`src/hw/rtl/pftd_pkg.sv`:
```
// Shared constants and types for the trial-division prime factoriser.
// No dependencies; every other file but the assertion macro header imports this package.
`default_nettype none

package pftd_pkg;

  localparam int unsigned VALUE_BITS_DEF = 32;
  // Width of the value and prime fields on the channels.
  localparam int unsigned FIELD_W        = 32;
  localparam int unsigned EXP_W          = 5;
  localparam logic [EXP_W-1:0] EXP_MAX   = 5'd31;

  typedef struct packed {
    logic done;
    logic rem_zero;
  } div_sts_t;

endpackage

`default_nettype wire

```
`src/hw/rtl/pftd_if.sv`:
```
// Valid/ready channel interfaces for the factoriser input and result beats.
// Depends on pftd_pkg for the field widths.
`default_nettype none

interface pftd_in_if;
  import pftd_pkg::*;
  logic               valid;
  logic               ready;
  logic [FIELD_W-1:0] value;
  modport source (output valid, output value, input ready);
  modport sink   (input valid, input value, output ready);
endinterface

interface pftd_out_if;
  import pftd_pkg::*;
  logic               valid;
  logic               ready;
  logic [FIELD_W-1:0] prime_factor;
  logic [EXP_W-1:0]   exponent;
  logic               last;
  logic               empty_res;
  modport source (output valid, output prime_factor, output exponent, output last,
                  output empty_res, input ready);
  modport sink   (input valid, input prime_factor, input exponent, input last,
                  input empty_res, output ready);
endinterface

`default_nettype wire

```
`src/hw/rtl/pftd_divider.sv`:
```
// Restoring divider, one quotient bit per cycle, shared by the factoriser sequencer.
// Depends on pftd_pkg for the status struct.
`default_nettype none

module pftd_divider #(
  parameter int unsigned N_W = 32,
  parameter int unsigned D_W = 17
) (
  input  wire logic              clk_i,
  input  wire logic              rst_ni,
  input  wire logic              start_i,
  input  wire logic [N_W-1:0]    dividend_i,
  input  wire logic [D_W-1:0]    divisor_i,
  output logic      [N_W-1:0]    quot_o,
  output pftd_pkg::div_sts_t     sts_o
);
  import pftd_pkg::*;

  localparam int unsigned CNT_W = $clog2(N_W + 1);

  logic             run_q;
  logic             done_q;
  logic [CNT_W-1:0] cnt_q;
  logic [N_W-1:0]   quot_q;
  logic [D_W-1:0]   rem_q;
  logic [D_W-1:0]   divisor_q;

  logic [D_W:0]     trial;
  logic [D_W:0]     diff;
  logic             take;

  // The dividend shifts out at the top while quotient bits shift in at the bottom.
  always_comb begin
    trial = {rem_q, quot_q[N_W-1]};
    diff  = trial - {1'b0, divisor_q};
    take  = (trial >= {1'b0, divisor_q});
  end

  always_ff @(posedge clk_i or negedge rst_ni) begin
    if (!rst_ni) begin
      run_q  <= 1'b0;
      done_q <= 1'b0;
      cnt_q  <= '0;
    end else begin
      done_q <= !start_i && run_q && (cnt_q == CNT_W'(1));
      if (start_i) begin
        run_q <= 1'b1;
        cnt_q <= CNT_W'(N_W);
      end else if (run_q) begin
        cnt_q <= cnt_q - CNT_W'(1);
        if (cnt_q == CNT_W'(1)) begin
          run_q <= 1'b0;
        end
      end
    end
  end

  always_ff @(posedge clk_i) begin
    if (start_i) begin
      quot_q    <= dividend_i;
      rem_q     <= '0;
      divisor_q <= divisor_i;
    end else if (run_q) begin
      rem_q  <= take ? diff[D_W-1:0] : trial[D_W-1:0];
      quot_q <= {quot_q[N_W-2:0], take};
    end
  end

  assign quot_o         = quot_q;
  assign sts_o.done     = done_q;
  assign sts_o.rem_zero = (rem_q == '0);

endmodule

`default_nettype wire

```
`src/hw/rtl/prime_factorizer_trial_division.sv`:
```
// Trial-division prime factoriser. Each division runs in the shared divider over VW bits
// (VW = min(VALUE_BITS, 32)); an item takes about sqrt(value) + number of prime factors
// divisions. An input of 0 or 1 gives its single result through the pending and result
// registers, with no division. One item is worked at a time; the result register lets
// the next item enter meanwhile. Asynchronous active-low reset returns the block to idle
// with no result pending.
`default_nettype none

module prime_factorizer_trial_division #(
  parameter int unsigned VALUE_BITS = pftd_pkg::VALUE_BITS_DEF
) (
  input  wire logic   clk_i,
  input  wire logic   rst_ni,
  pftd_in_if.sink     in_i,
  pftd_out_if.source  out_o
);
  import pftd_pkg::*;

  localparam int unsigned VW = (VALUE_BITS < FIELD_W) ? VALUE_BITS : FIELD_W;
  // Wide enough for one past the square root of the largest value.
  localparam int unsigned DW = (VW + 1) / 2 + 1;

  typedef enum logic [1:0] {
    S_IDLE,
    S_DIV,
    S_PUSH,
    S_LAST
  } state_e;

  state_e           state_q;
  logic             start_q;
  logic [VW-1:0]    residue_q;
  logic [DW-1:0]    divisor_q;
  logic [EXP_W-1:0] mult_q;

  logic [VW-1:0]    cand_prime_q;
  logic [EXP_W-1:0] cand_exp_q;
  logic             cand_fin_q;

  logic             pend_vld_q;
  logic [VW-1:0]    pend_prime_q;
  logic [EXP_W-1:0] pend_exp_q;
  logic             pend_empty_q;

  logic             out_vld_q;
  logic [VW-1:0]    out_prime_q;
  logic [EXP_W-1:0] out_exp_q;
  logic             out_last_q;
  logic             out_empty_q;

  logic [VW-1:0]    quot;
  div_sts_t         div_sts;
  logic [VW-1:0]    in_value;
  logic             slot_free;
  logic             in_fire;
  logic             stop_div;
  logic             out_load;

  pftd_divider #(
    .N_W (VW),
    .D_W (DW)
  ) u_divider (
    .clk_i      (clk_i),
    .rst_ni     (rst_ni),
    .start_i    (start_q),
    .dividend_i (residue_q),
    .divisor_i  (divisor_q),
    .quot_o     (quot),
    .sts_o      (div_sts)
  );

  assign in_value  = in_i.value[VW-1:0];
  assign in_i.ready = (state_q == S_IDLE);
  assign in_fire   = in_i.valid && in_i.ready;
  assign slot_free = !out_vld_q || out_o.ready;
  // Divisor squared exceeds the residue, checked on the first division by each divisor.
  assign stop_div  = (mult_q == '0) && (VW'(divisor_q) > quot);
  assign out_load  = slot_free && (((state_q == S_PUSH) && pend_vld_q) || (state_q == S_LAST));

  // A found prime waits in the pending register until it is known whether it is the last.
  always_ff @(posedge clk_i or negedge rst_ni) begin
    if (!rst_ni) begin
      state_q      <= S_IDLE;
      start_q      <= 1'b0;
      residue_q    <= '0;
      divisor_q    <= '0;
      mult_q       <= '0;
      cand_prime_q <= '0;
      cand_exp_q   <= '0;
      cand_fin_q   <= 1'b0;
      pend_vld_q   <= 1'b0;
      pend_prime_q <= '0;
      pend_exp_q   <= '0;
      pend_empty_q <= 1'b0;
      out_vld_q    <= 1'b0;
      out_prime_q  <= '0;
      out_exp_q    <= '0;
      out_last_q   <= 1'b0;
      out_empty_q  <= 1'b0;
    end else begin
      out_vld_q <= out_load || (out_vld_q && !out_o.ready);
      unique case (state_q)
        S_IDLE: begin
          start_q <= in_fire && (in_value > VW'(1));
          if (in_fire) begin
            residue_q <= in_value;
            mult_q    <= '0;
            if (in_value <= VW'(1)) begin
              divisor_q    <= '0;
              pend_vld_q   <= 1'b1;
              pend_prime_q <= '0;
              pend_exp_q   <= '0;
              pend_empty_q <= 1'b1;
              state_q      <= S_LAST;
            end else begin
              divisor_q <= DW'(2);
              state_q   <= S_DIV;
            end
          end
        end
        S_DIV: begin
          start_q <= div_sts.done && !stop_div && (div_sts.rem_zero || (mult_q == '0));
          if (div_sts.done) begin
            if (stop_div) begin
              // Divisor squared exceeds the residue: what is left is prime or one.
              if (residue_q != VW'(1)) begin
                cand_prime_q <= residue_q;
                cand_exp_q   <= EXP_W'(1);
                cand_fin_q   <= 1'b1;
                state_q      <= S_PUSH;
              end else begin
                state_q <= S_LAST;
              end
            end else if (div_sts.rem_zero) begin
              residue_q <= quot;
              mult_q    <= (mult_q == EXP_MAX) ? mult_q : mult_q + EXP_W'(1);
            end else if (mult_q != '0) begin
              cand_prime_q <= VW'(divisor_q);
              cand_exp_q   <= mult_q;
              cand_fin_q   <= 1'b0;
              divisor_q    <= divisor_q + DW'(1);
              mult_q       <= '0;
              state_q      <= S_PUSH;
            end else begin
              divisor_q <= divisor_q + DW'(1);
            end
          end
        end
        S_PUSH: begin
          start_q <= (!pend_vld_q || slot_free) && !cand_fin_q;
          if (!pend_vld_q || slot_free) begin
            if (pend_vld_q) begin
              out_prime_q <= pend_prime_q;
              out_exp_q   <= pend_exp_q;
              out_last_q  <= 1'b0;
              out_empty_q <= pend_empty_q;
            end
            pend_vld_q   <= 1'b1;
            pend_prime_q <= cand_prime_q;
            pend_exp_q   <= cand_exp_q;
            pend_empty_q <= 1'b0;
            if (cand_fin_q) begin
              state_q <= S_LAST;
            end else begin
              state_q <= S_DIV;
            end
          end
        end
        S_LAST: begin
          start_q <= 1'b0;
          if (slot_free) begin
            out_prime_q <= pend_prime_q;
            out_exp_q   <= pend_exp_q;
            out_last_q  <= 1'b1;
            out_empty_q <= pend_empty_q;
            pend_vld_q  <= 1'b0;
            state_q     <= S_IDLE;
          end
        end
        default: begin
          start_q <= 1'b0;
          state_q <= S_IDLE;
        end
      endcase
    end
  end

  assign out_o.valid        = out_vld_q;
  assign out_o.prime_factor = FIELD_W'(out_prime_q);
  assign out_o.exponent     = out_exp_q;
  assign out_o.last         = out_last_q;
  assign out_o.empty_res    = out_empty_q;

endmodule

`default_nettype wire

```
`src/flat_wrapper.sv`:
```
// flat-port wrapper written by rule: the top's interface ports become plain ports
module prime_factorizer_trial_division_flat import pftd_pkg::*;
#(
  parameter int unsigned VALUE_BITS = pftd_pkg::VALUE_BITS_DEF
)
  (clk_i, rst_ni, in_i_valid, in_i_value, in_i_ready, out_o_valid, out_o_prime_factor, out_o_exponent, out_o_last, out_o_empty_res, out_o_ready);
  pftd_in_if in_i_i ();
  pftd_out_if out_o_i ();
  input  wire logic clk_i;
  input  wire logic rst_ni;
  input wire logic [$bits(in_i_i.valid)-1:0] in_i_valid;
  input wire logic [$bits(in_i_i.value)-1:0] in_i_value;
  output wire logic [$bits(in_i_i.ready)-1:0] in_i_ready;
  output wire logic [$bits(out_o_i.valid)-1:0] out_o_valid;
  output wire logic [$bits(out_o_i.prime_factor)-1:0] out_o_prime_factor;
  output wire logic [$bits(out_o_i.exponent)-1:0] out_o_exponent;
  output wire logic [$bits(out_o_i.last)-1:0] out_o_last;
  output wire logic [$bits(out_o_i.empty_res)-1:0] out_o_empty_res;
  input wire logic [$bits(out_o_i.ready)-1:0] out_o_ready;
  assign in_i_i.valid = in_i_valid;
  assign in_i_i.value = in_i_value;
  assign in_i_ready = in_i_i.ready;
  assign out_o_valid = out_o_i.valid;
  assign out_o_prime_factor = out_o_i.prime_factor;
  assign out_o_exponent = out_o_i.exponent;
  assign out_o_last = out_o_i.last;
  assign out_o_empty_res = out_o_i.empty_res;
  assign out_o_i.ready = out_o_ready;
  prime_factorizer_trial_division #(.VALUE_BITS(VALUE_BITS)) u_core (.clk_i(clk_i), .rst_ni(rst_ni), .in_i(in_i_i), .out_o(out_o_i));
endmodule
```
`config.mk`:
```
export PLATFORM = sky130hd
export DESIGN_NAME = prime_factorizer_trial_division_flat
export DESIGN_NICKNAME = d
export VERILOG_FILES = /design/src/hw/rtl/pftd_pkg.sv /design/src/hw/rtl/pftd_if.sv /design/src/hw/rtl/pftd_divider.sv /design/src/hw/rtl/prime_factorizer_trial_division.sv /design/src/flat_wrapper.sv
export SDC_FILE = /design/constraint.sdc
export NUM_CORES = 1
export LEC_CHECK = 0
export BUFFER_PORTS_ARGS = -buffer_cell sky130_fd_sc_hd__buf_2
export CAP_MARGIN = 20
export CORE_ASPECT_RATIO = 1.1
export CORE_MARGIN = 5
export CORE_UTILIZATION = 30
export DETAILED_ROUTE_END_ITERATION = 6
export MAX_ROUTING_LAYER = met4
export PLACE_DENSITY_LB_ADDON = 0.08
export SLEW_MARGIN = 0
export SYNTH_ARGS = -nofsm -noshare
export SYNTH_HDL_FRONTEND = slang
export SYNTH_HIERARCHICAL = 1
export SYNTH_SLANG_ARGS = --single-unit
```
`constraint.sdc`:
```
create_clock -name clk_i -period 2.9 [get_ports clk_i]
set_clock_uncertainty 0.2 [all_clocks]
set_input_delay 0.435 -clock clk_i [delete_from_list [all_inputs] [get_ports clk_i]]
set_output_delay 0.435 -clock clk_i [all_outputs]
set_load 0.01 [all_outputs]
```
==> results of run 1 <==
synth_stat cells, types with 17 or more instances:
library cell    n  area share, %
edfxtp_1       49             13
inv_1          50            1.6
nand2_1       140            4.5
mux2_2         72            6.9
a22o_1         40            3.0
dfxtp_1        17            2.9
a21oi_1        38            1.6
dfrtp_1       182             39
o21ai_0        22           0.94
ha_1           40            4.3
nor4_1         24            1.3
clkbuf_1       37            1.2
nor2_1         93            3.0
a31oi_1        34            1.8
nand3_1        28            1.2
logic make-up after synthesis:
logic type,Yosys count,share of synthesized area [%]
AOI/OAI and AO/OA,230,14.34
DFF,248,54.10
xor gates and xnor gates,22,1.637
adders and majority gates,41,4.423
and+or+nand+nor,363,14.38
muxes,77,7.315
buffers and inverters,105,3.806
final cells by class:
type / count / area [um2] / area share, %
Multi-Input combinational cell: 733 / 5209 / 34.31
Clock inverter: 16 / 102.6 / 0.6757
Inverter: 50 / 187.7 / 1.236
Tap cell: 507 / 634.4 / 4.178
Sequential cell: 248 / 6367 / 41.94
Timing Repair Buffer: 226 / 1877 / 12.36
Clock buffer: 37 / 805.8 / 5.307
per-layer routing:
layer	GRT usage, %	up-vias	wire [um]
met5	-	-	0
met4	3.511	0	576
met3	1.854	38	1327
met2	23.75	156	15570
met1	23.25	4414	17210
li1	-	4368	-
through the flow:
step / setup TNS [ps] / hold slack, ps / util, % / total power, W
2_1_floorplan: 0 / -60.59 / - / 0.007617
3_3_place_gp: -184.2 / 123.3 / 34.35 / 0.009100
3_5_place_dp: -46.17 / 123.8 / 34.35 / 0.009097
4_1_cts: -9.597 / 50.00 / 37.63 / 0.01277
5_1_grt: -1727 / 82.15 / 38.94 / 0.01380
6_report: 0 / 68.77 / 38.94 / 0.01292
worst min-delay path: cells and delay by family:
kind | cells | cell delay [ps]
AOI/OAI and AO/OA | 2 | 150
and+or+nand+nor | 1 | 130
buffers and inverters | 1 | 90
registers in the layout, indices dropped and copies added (netlist names), 6 cells and up:
register	count
u_core/cand_prime_q	32
u_core/u_divider/cnt_q	6
u_core/u_divider/quot_o	32
u_core/pend_prime_q	32
u_core/out_o.prime_factor	32
u_core/divisor_q	17
u_core/u_divider/divisor_q	17
u_core/residue_q	32
u_core/u_divider/rem_q	17
repair_timing:
item,4_1_cts,5_1_grt
pin swaps,4,12
setup buffers,2,11
hold endpoints to repair,215,0
hold buffers,34,0
setup endpoints to repair,16,104
cloned,0,9
gates resized for setup,4,61
report_power, final:
part / total (W) / internal [W] / switching (W)
clock: 0.00352 / 0.00197 / 0.00155
combinational: 0.00409 / 0.00200 / 0.00209
sequential: 0.00531 / 0.00451 / 0.000800
how the worst max path moves through the flow:
stage | startpoint | to | slack, ps | cells after the start
3_5_place_dp | u_core/u_divider/quot_o[7] | u_core/divisor_q[12] | -40 | 10
4_1_cts | u_core/u_divider/quot_o[31] | u_core/u_divider/rem_q[9] | -10 | 10
3_3_place_gp | u_core/u_divider/quot_o[7] | u_core/divisor_q[12] | -100 | 10
5_1_grt | u_core/u_divider/quot_o[12] | u_core/residue_q[17] | -60 | 12
6_report | u_core/divisor_q[8] | u_core/residue_q[14] | 10 | 11
2_1_floorplan | u_core/divisor_q[14] | u_core/cand_exp_q[2] | 140 | 9
==> metrics.md, run 1 <==
| Metric | Value |
|---|---|
| TritonCTS buffer count | `29` |
| RR Endpoint | `u_core/residue_q[14]` |
| Fin cells | `roughly 1800` |
| Commonest non-fill, non-tap cell in the layout | `dfrtp_1` |
| ANT cells | `0` |
| Clock Root Buffer | `clkbuf_16` |
| Seq/Total Area, Yosys | `between 50% and 60%` |
| Vias | `~9000` |
| Core Area | `a little under 40000 um2` |
| Worst Hold Path EP | `u_core/state_q[0]` |
| Critical Path RT | `3190 ps` |
| Max_cap viols | `0` |
| Skew-Pair Late Insertion Delay | `approximately 570 ps` |
| CP Capture Type | `flop` |
| Die H | `217.7 um` |
| 1st-iter DRT viols | `approximately 460` |
| Min-Delay Path Depth | `4` |
| H-tree depth | `1` |
| Initial antenna violation count | `0` |
| Power per cell area | `850.7 nW/um2` |
| Worst hold-check path type | `input pin to flop` |
| Worst path arrival time | `around 3200 ps` |
| Asr flop ratio synth | `about three quarters` |
| Sink Count | `248` |
| GRT Overall Usage | `15.85%` |
| Most frequent cells in the layout | `dfrtp_1 (181), nand2_1 (138), buf_4 (93)` |
| Number of global-route vias before repair | `a little over 9000` |
| Seq cells post-synth | `between 200 and 250` |
| Final worst slack | `14.71 ps` |
| Design area | `15180 um2` |
| Post-Syn Area per Cell | `~11 um2` |
| RSZ-0062 raised after global routing | `true` |
| Final setup viols | `0` |
| Number of enable flip-flop cells after synthesis | `49` |
| Aggregate global routing overflow | `0` |
| Slew margin rel. | `51.15%` |
| Ys Warns | `6` |
| TritonCTS clock tree | `yes` |
| CP Class | `flop to flop` |
| Synth Flop Type | `dfrtp_1` |
| Reg2reg start | `u_core/divisor_q[8]` |
| Worst path bufs/invs | `3` |
| Rows | `between 70 and 80` |
| CP max stage delay | `~430 ps` |
| Die width | `about 200 um` |
| Clock transition at path regs | `70 ps` |
| CP startpoint kind | `flop` |
| Worst vdd ir | `~0.00043 V` |
| Worst Reg2Reg Path Length in Cells | `11` |
| Drt wl/cell | `approximately 19 um` |
| Final hold violations | `0` |
| Status | `complete, no violations` |
| IO Count | `77` |
| Achievable Freq | `roughly 0.35 GHz` |
| Number of vias per cell | `slightly below 5` |
| Number of cells after detailed placement | `~1700` |
| Share of layout cells above drive strength 1 | `between 20% and 30%` |
| Tmin final | `between 2000 and 3000 ps` |
| Area after DPL | `about 13000 um2` |
| Setup WS pre-CTS | `-38.81 ps` |
| Drc violations | `0` |
| Largest net degree at the start of global routing | `74` |
| Critical-path cell list | `ha_1, nand4_1, nor2_1, a2111o_1, o31a_1, buf_6, a22oi_4, buf_12, clkbuf_16, nor2_2, a31oi_1` |
| Hold path start | `out_o_ready` |
| Mapped Nets | `around 1200` |
| Syn-to-layout area delta | `29.03%` |
| DP HPWL | `24110 um` |
| Final #Nets | `~1400` |
| First-pass GRT wire length | `about 53000 um` |
| Worst Tran Pin Value | `roughly 730 ps` |
| Leak | `just under 7 nW` |
| Die area | `roughly 43000 um2` |
| Final number of max-transition violations | `0` |
| R2r setup slk | `10 ps` |
| Port bufs | `76` |
| Routability Congestion | `0.8496` |
| Drt first pass iters | `5` |
| Antenna Violating Nets Remaining | `0` |
| Unique masters post-synth | `slightly below 80` |
| Synth Instances | `~1100` |
| Netlist Area Pre-Place | `11770 um2` |
| Period utilization | `between 90% and 100%` |
| CP delay by family, top | `compound AO/OA/AOI/OAI gates` |
| Total Routed Length | `about 35000 um` |
| Filler instances | `~4000` |
| Critical path fanouts, max | `6` |
| Critical-path top delay cell | `a2111o_1` |
| Longest Clk Path Bufs | `3` |
| Starting Density | `between 30% and 40%` |
Note: power is estimated with default switching activity, not from simulation.
==> inputs of run 2 (changes only) <==
--- a/config.mk
+++ b/config.mk
@@ -10,6 +10,7 @@
 export CORE_ASPECT_RATIO = 1.1
 export CORE_MARGIN = 5
 export CORE_UTILIZATION = 30
+export CTS_CLUSTER_SIZE = 20
 export DETAILED_ROUTE_END_ITERATION = 6
 export MAX_ROUTING_LAYER = met4
 export PLACE_DENSITY_LB_ADDON = 0.08
==> constraint.sdc (replaced) <==
create_clock -name clk_i -period 2.63 [get_ports clk_i]
set_clock_uncertainty 0.2 [all_clocks]
set_input_delay 0.526 -clock clk_i [delete_from_list [all_inputs] [get_ports clk_i]]
set_output_delay 0.526 -clock clk_i [all_outputs]
set_load 0.01 [all_outputs]
==> run 2 against run 1 <==
Against the previous run:
- the run now ends with setup timing left
- via count up 4.2%
- critical path depth up 1
- critical path type unchanged
- sequential power up 9.6%
- cell area up 7.8%
- clock power up 19%
- non-clock buffer count up 51
- register-to-register slack worse by 390 ps
- largest power group unchanged
- highest routed layer unchanged
- hold slack worse by 41 ps
- count of clock-buffer cells in the layout up 5
- combinational power up 42%
==> metrics.md, run 2 (synthesis results as in run 1) <==
| Metric | Value |
|---|---|
| Worst Tran Pin Value | `835.3 ps (+104.0 ps)` |
| Rows | `76 (unchanged)` |
| IO Count | `77 (unchanged)` |
| TritonCTS clock tree | `yes` |
| CP delay by family, top | `compound AO/OA/AOI/OAI gates` |
| Longest Clk Path Bufs | `3 (unchanged)` |
| CP max stage delay | `410 ps (-20 ps)` |
| Number of vias per cell | `5.001 (+1.2%)` |
| Die H | `217.7 um (unchanged)` |
| RSZ-0062 raised after global routing | `true` |
| Worst path bufs/invs | `4 (+1)` |
| Syn-to-layout area delta | `39.10%` |
| Final Core Density | `41.98% (+3.0 points)` |
| Drt first pass iters | `5 (unchanged)` |
| Worst vdd ir | `0.0004752 V (+11%)` |
| Number of cells after detailed placement | `1770 (+3.6%)` |
| Critical Path RT | `2910 ps (-280 ps)` |
| Leak | `7.339 nW (+7.0%)` |
| Critical-path top delay cell | `dfrtp_1` |
| Core Area | `38990 um2 (unchanged)` |
| Antenna Violating Nets Remaining | `0 (unchanged)` |
| Commonest non-fill, non-tap cell in the layout | `dfrtp_1` |
| GRT Overall Usage | `16.96% (+1.1 points)` |
| DP HPWL | `25250 um (+4.7%)` |
| Routability Congestion | `0.8299 (-2.3%)` |
| R2r setup slk | `-370 ps (-390 ps)` |
| Worst hold-check path type | `input pin to flop` |
| TNS Setup | `-23830 ps (-23830 ps)` |
| Number of global-route vias before repair | `9691 (+6.4%)` |
| Vias | `9351 (+4.2%)` |
| CP Class | `flop to flop` |
| Final #Nets | `1417 (+3.8%)` |
| Achievable Freq | `0.3332 GHz (-3.9%)` |
| GR Util met2 | `26.45% (+2.7 points)` |
| Slew margin rel. | `44.31% (-6.8 points)` |
| Port bufs | `76 (unchanged)` |
| Die area | `43290 um2 (unchanged)` |
| 1st-iter DRT viols | `428 (-7.2%)` |
| Met3 Usage GRT | `2.318% (+0.46 points)` |
| Violated checks | `setup timing` |
| Filler instances | `3769 (-3.5%)` |
| Setup WS pre-CTS | `-411.1 ps (-372.3 ps)` |
| Drt wl/cell | `19.91 um (+4.3%)` |
| Final worst slack | `-370.9 ps (-385.6 ps)` |
| Final hold violations | `0 (unchanged)` |
| Die width | `198.8 um (unchanged)` |
| Share of layout cells above drive strength 1 | `40.87% (+11 points)` |
| Critical-path cell list | `ha_1, nand4_1, buf_4, nor2_2, a2111o_1, o31a_1, buf_6, a22oi_4, buf_12, clkbuf_16, nor2_1, a31oi_1` |
| Initial antenna violation count | `0 (unchanged)` |
| CP Capture Type | `flop` |
| Final setup viols | `113 (+113)` |
| Skew-Pair Late Insertion Delay | `570 ps (about the same)` |
| Worst path arrival time | `3280 ps (+110 ps)` |
| Most frequent cells in the layout | `dfrtp_1 (181), buf_4 (151), nand2_1 (109)` |
| Clock Root Buffer | `clkbuf_16` |
| Largest net degree at the start of global routing | `43 (-42%)` |
| Max_cap viols | `0 (unchanged)` |
| Total Routed Length | `37230 um (+7.4%)` |
| Period utilization | `114.1% (+15 points)` |
| Met1 usage | `23.53% (+0.28 points)` |
| H-tree depth | `1 (unchanged)` |
| First-pass GRT wire length | `56370 um (+5.8%)` |
| Starting Density | `30.18% (unchanged)` |
| Drc violations | `0 (unchanged)` |
| ANT cells | `0 (unchanged)` |
| Status | `complete, but fails checks` |
| Aggregate global routing overflow | `0 (unchanged)` |
| Tmin final | `3001 ps (+115.6 ps)` |
| Hold Slack | `28.15 ps (-40.62 ps)` |
| Sink Count | `248 (unchanged)` |
| Fin cells | `1870 (+2.9%)` |
| Clock transition at path regs | `60 ps (about the same)` |
| Gr busiest metal | `met2` |
| Final number of max-transition violations | `0 (unchanged)` |
| Critical path fanouts, max | `10 (+4)` |
| TritonCTS buffer count | `30 (+3.4%)` |
| CP startpoint kind | `flop` |
| Power per cell area | `966.2 nW/um2 (+14%)` |
run 2: final timing paths:
| check | from | endpoint | depth (start not counted) |
|---|---|---|---|
| setup / recovery | u_core/divisor_q[13] | u_core/residue_q[19] | 12 |
| hold / removal | in_i_value[29] | u_core/residue_q[29] | 3 |
| setup reg to reg | u_core/divisor_q[13] | u_core/residue_q[19] | 12 |
| hold reg to reg | u_core/cand_prime_q[10] | u_core/cand_prime_q[10] | 1 |
| max in group asynchronous | rst_ni | u_core/out_o.prime_factor[13] | 3 |
| min in group asynchronous | rst_ni | u_core/out_o.prime_factor[26] | 2 |
run 2: per-stage QoR:
stage	total power [W]	cell area, um2
4_1_cts	0.01545	15630
3_5_place_dp	0.01054	13900
5_1_grt	0.01677	16370
2_1_floorplan	0.008423	11830
6_report	0.01582	16370
3_3_place_gp	0.01052	13900
run 2: worst register-to-register path, cell delays in order, from the launching register on:
cell       delay (ps)
dfrtp_1           410
ha_1              310
nand4_1           140
buf_4             140
nor2_2             30
a2111o_1          380
o31a_1            360
buf_6             150
a22oi_4           220
buf_12            200
clkbuf_16         180
nor2_1             40
a31oi_1           140
run 2: report_power, final:
group	total (W)	switching, W	internal (W)
sequential	0.00582	0.000848	0.00497
clock	0.00419	0.00173	0.00246
combinational	0.00581	0.00286	0.00295
run 2: per-layer routing:
metal	vias up	share of wire, %	routed length, um
met3	49	3.6	1324
li1	4472	-	-
met1	4678	48	17850
met5	-	0	0
met2	152	46	17200
met4	0	2.3	863
run 2: area by class of cell:
type | instances | area, um2 | area share [%]
Sequential cell | 248 | 6367 | 38.90
Clock inverter | 13 | 146.4 | 0.8944
Multi-Input combinational cell | 733 | 5817 | 35.54
Clock buffer | 42 | 847.1 | 5.175
Tap cell | 507 | 634.4 | 3.876
Timing Repair Buffer | 277 | 2369 | 14.47
Inverter | 50 | 187.7 | 1.147
run 2: what timing repair did:
item	in CTS	in global routing
gates cloned	5	7
hold buffers	3	0
pin swaps	46	69
resized for setup	101	141
buffers inserted	26	15
setup endpoints to repair	112	113
hold endpoints to repair	35	0
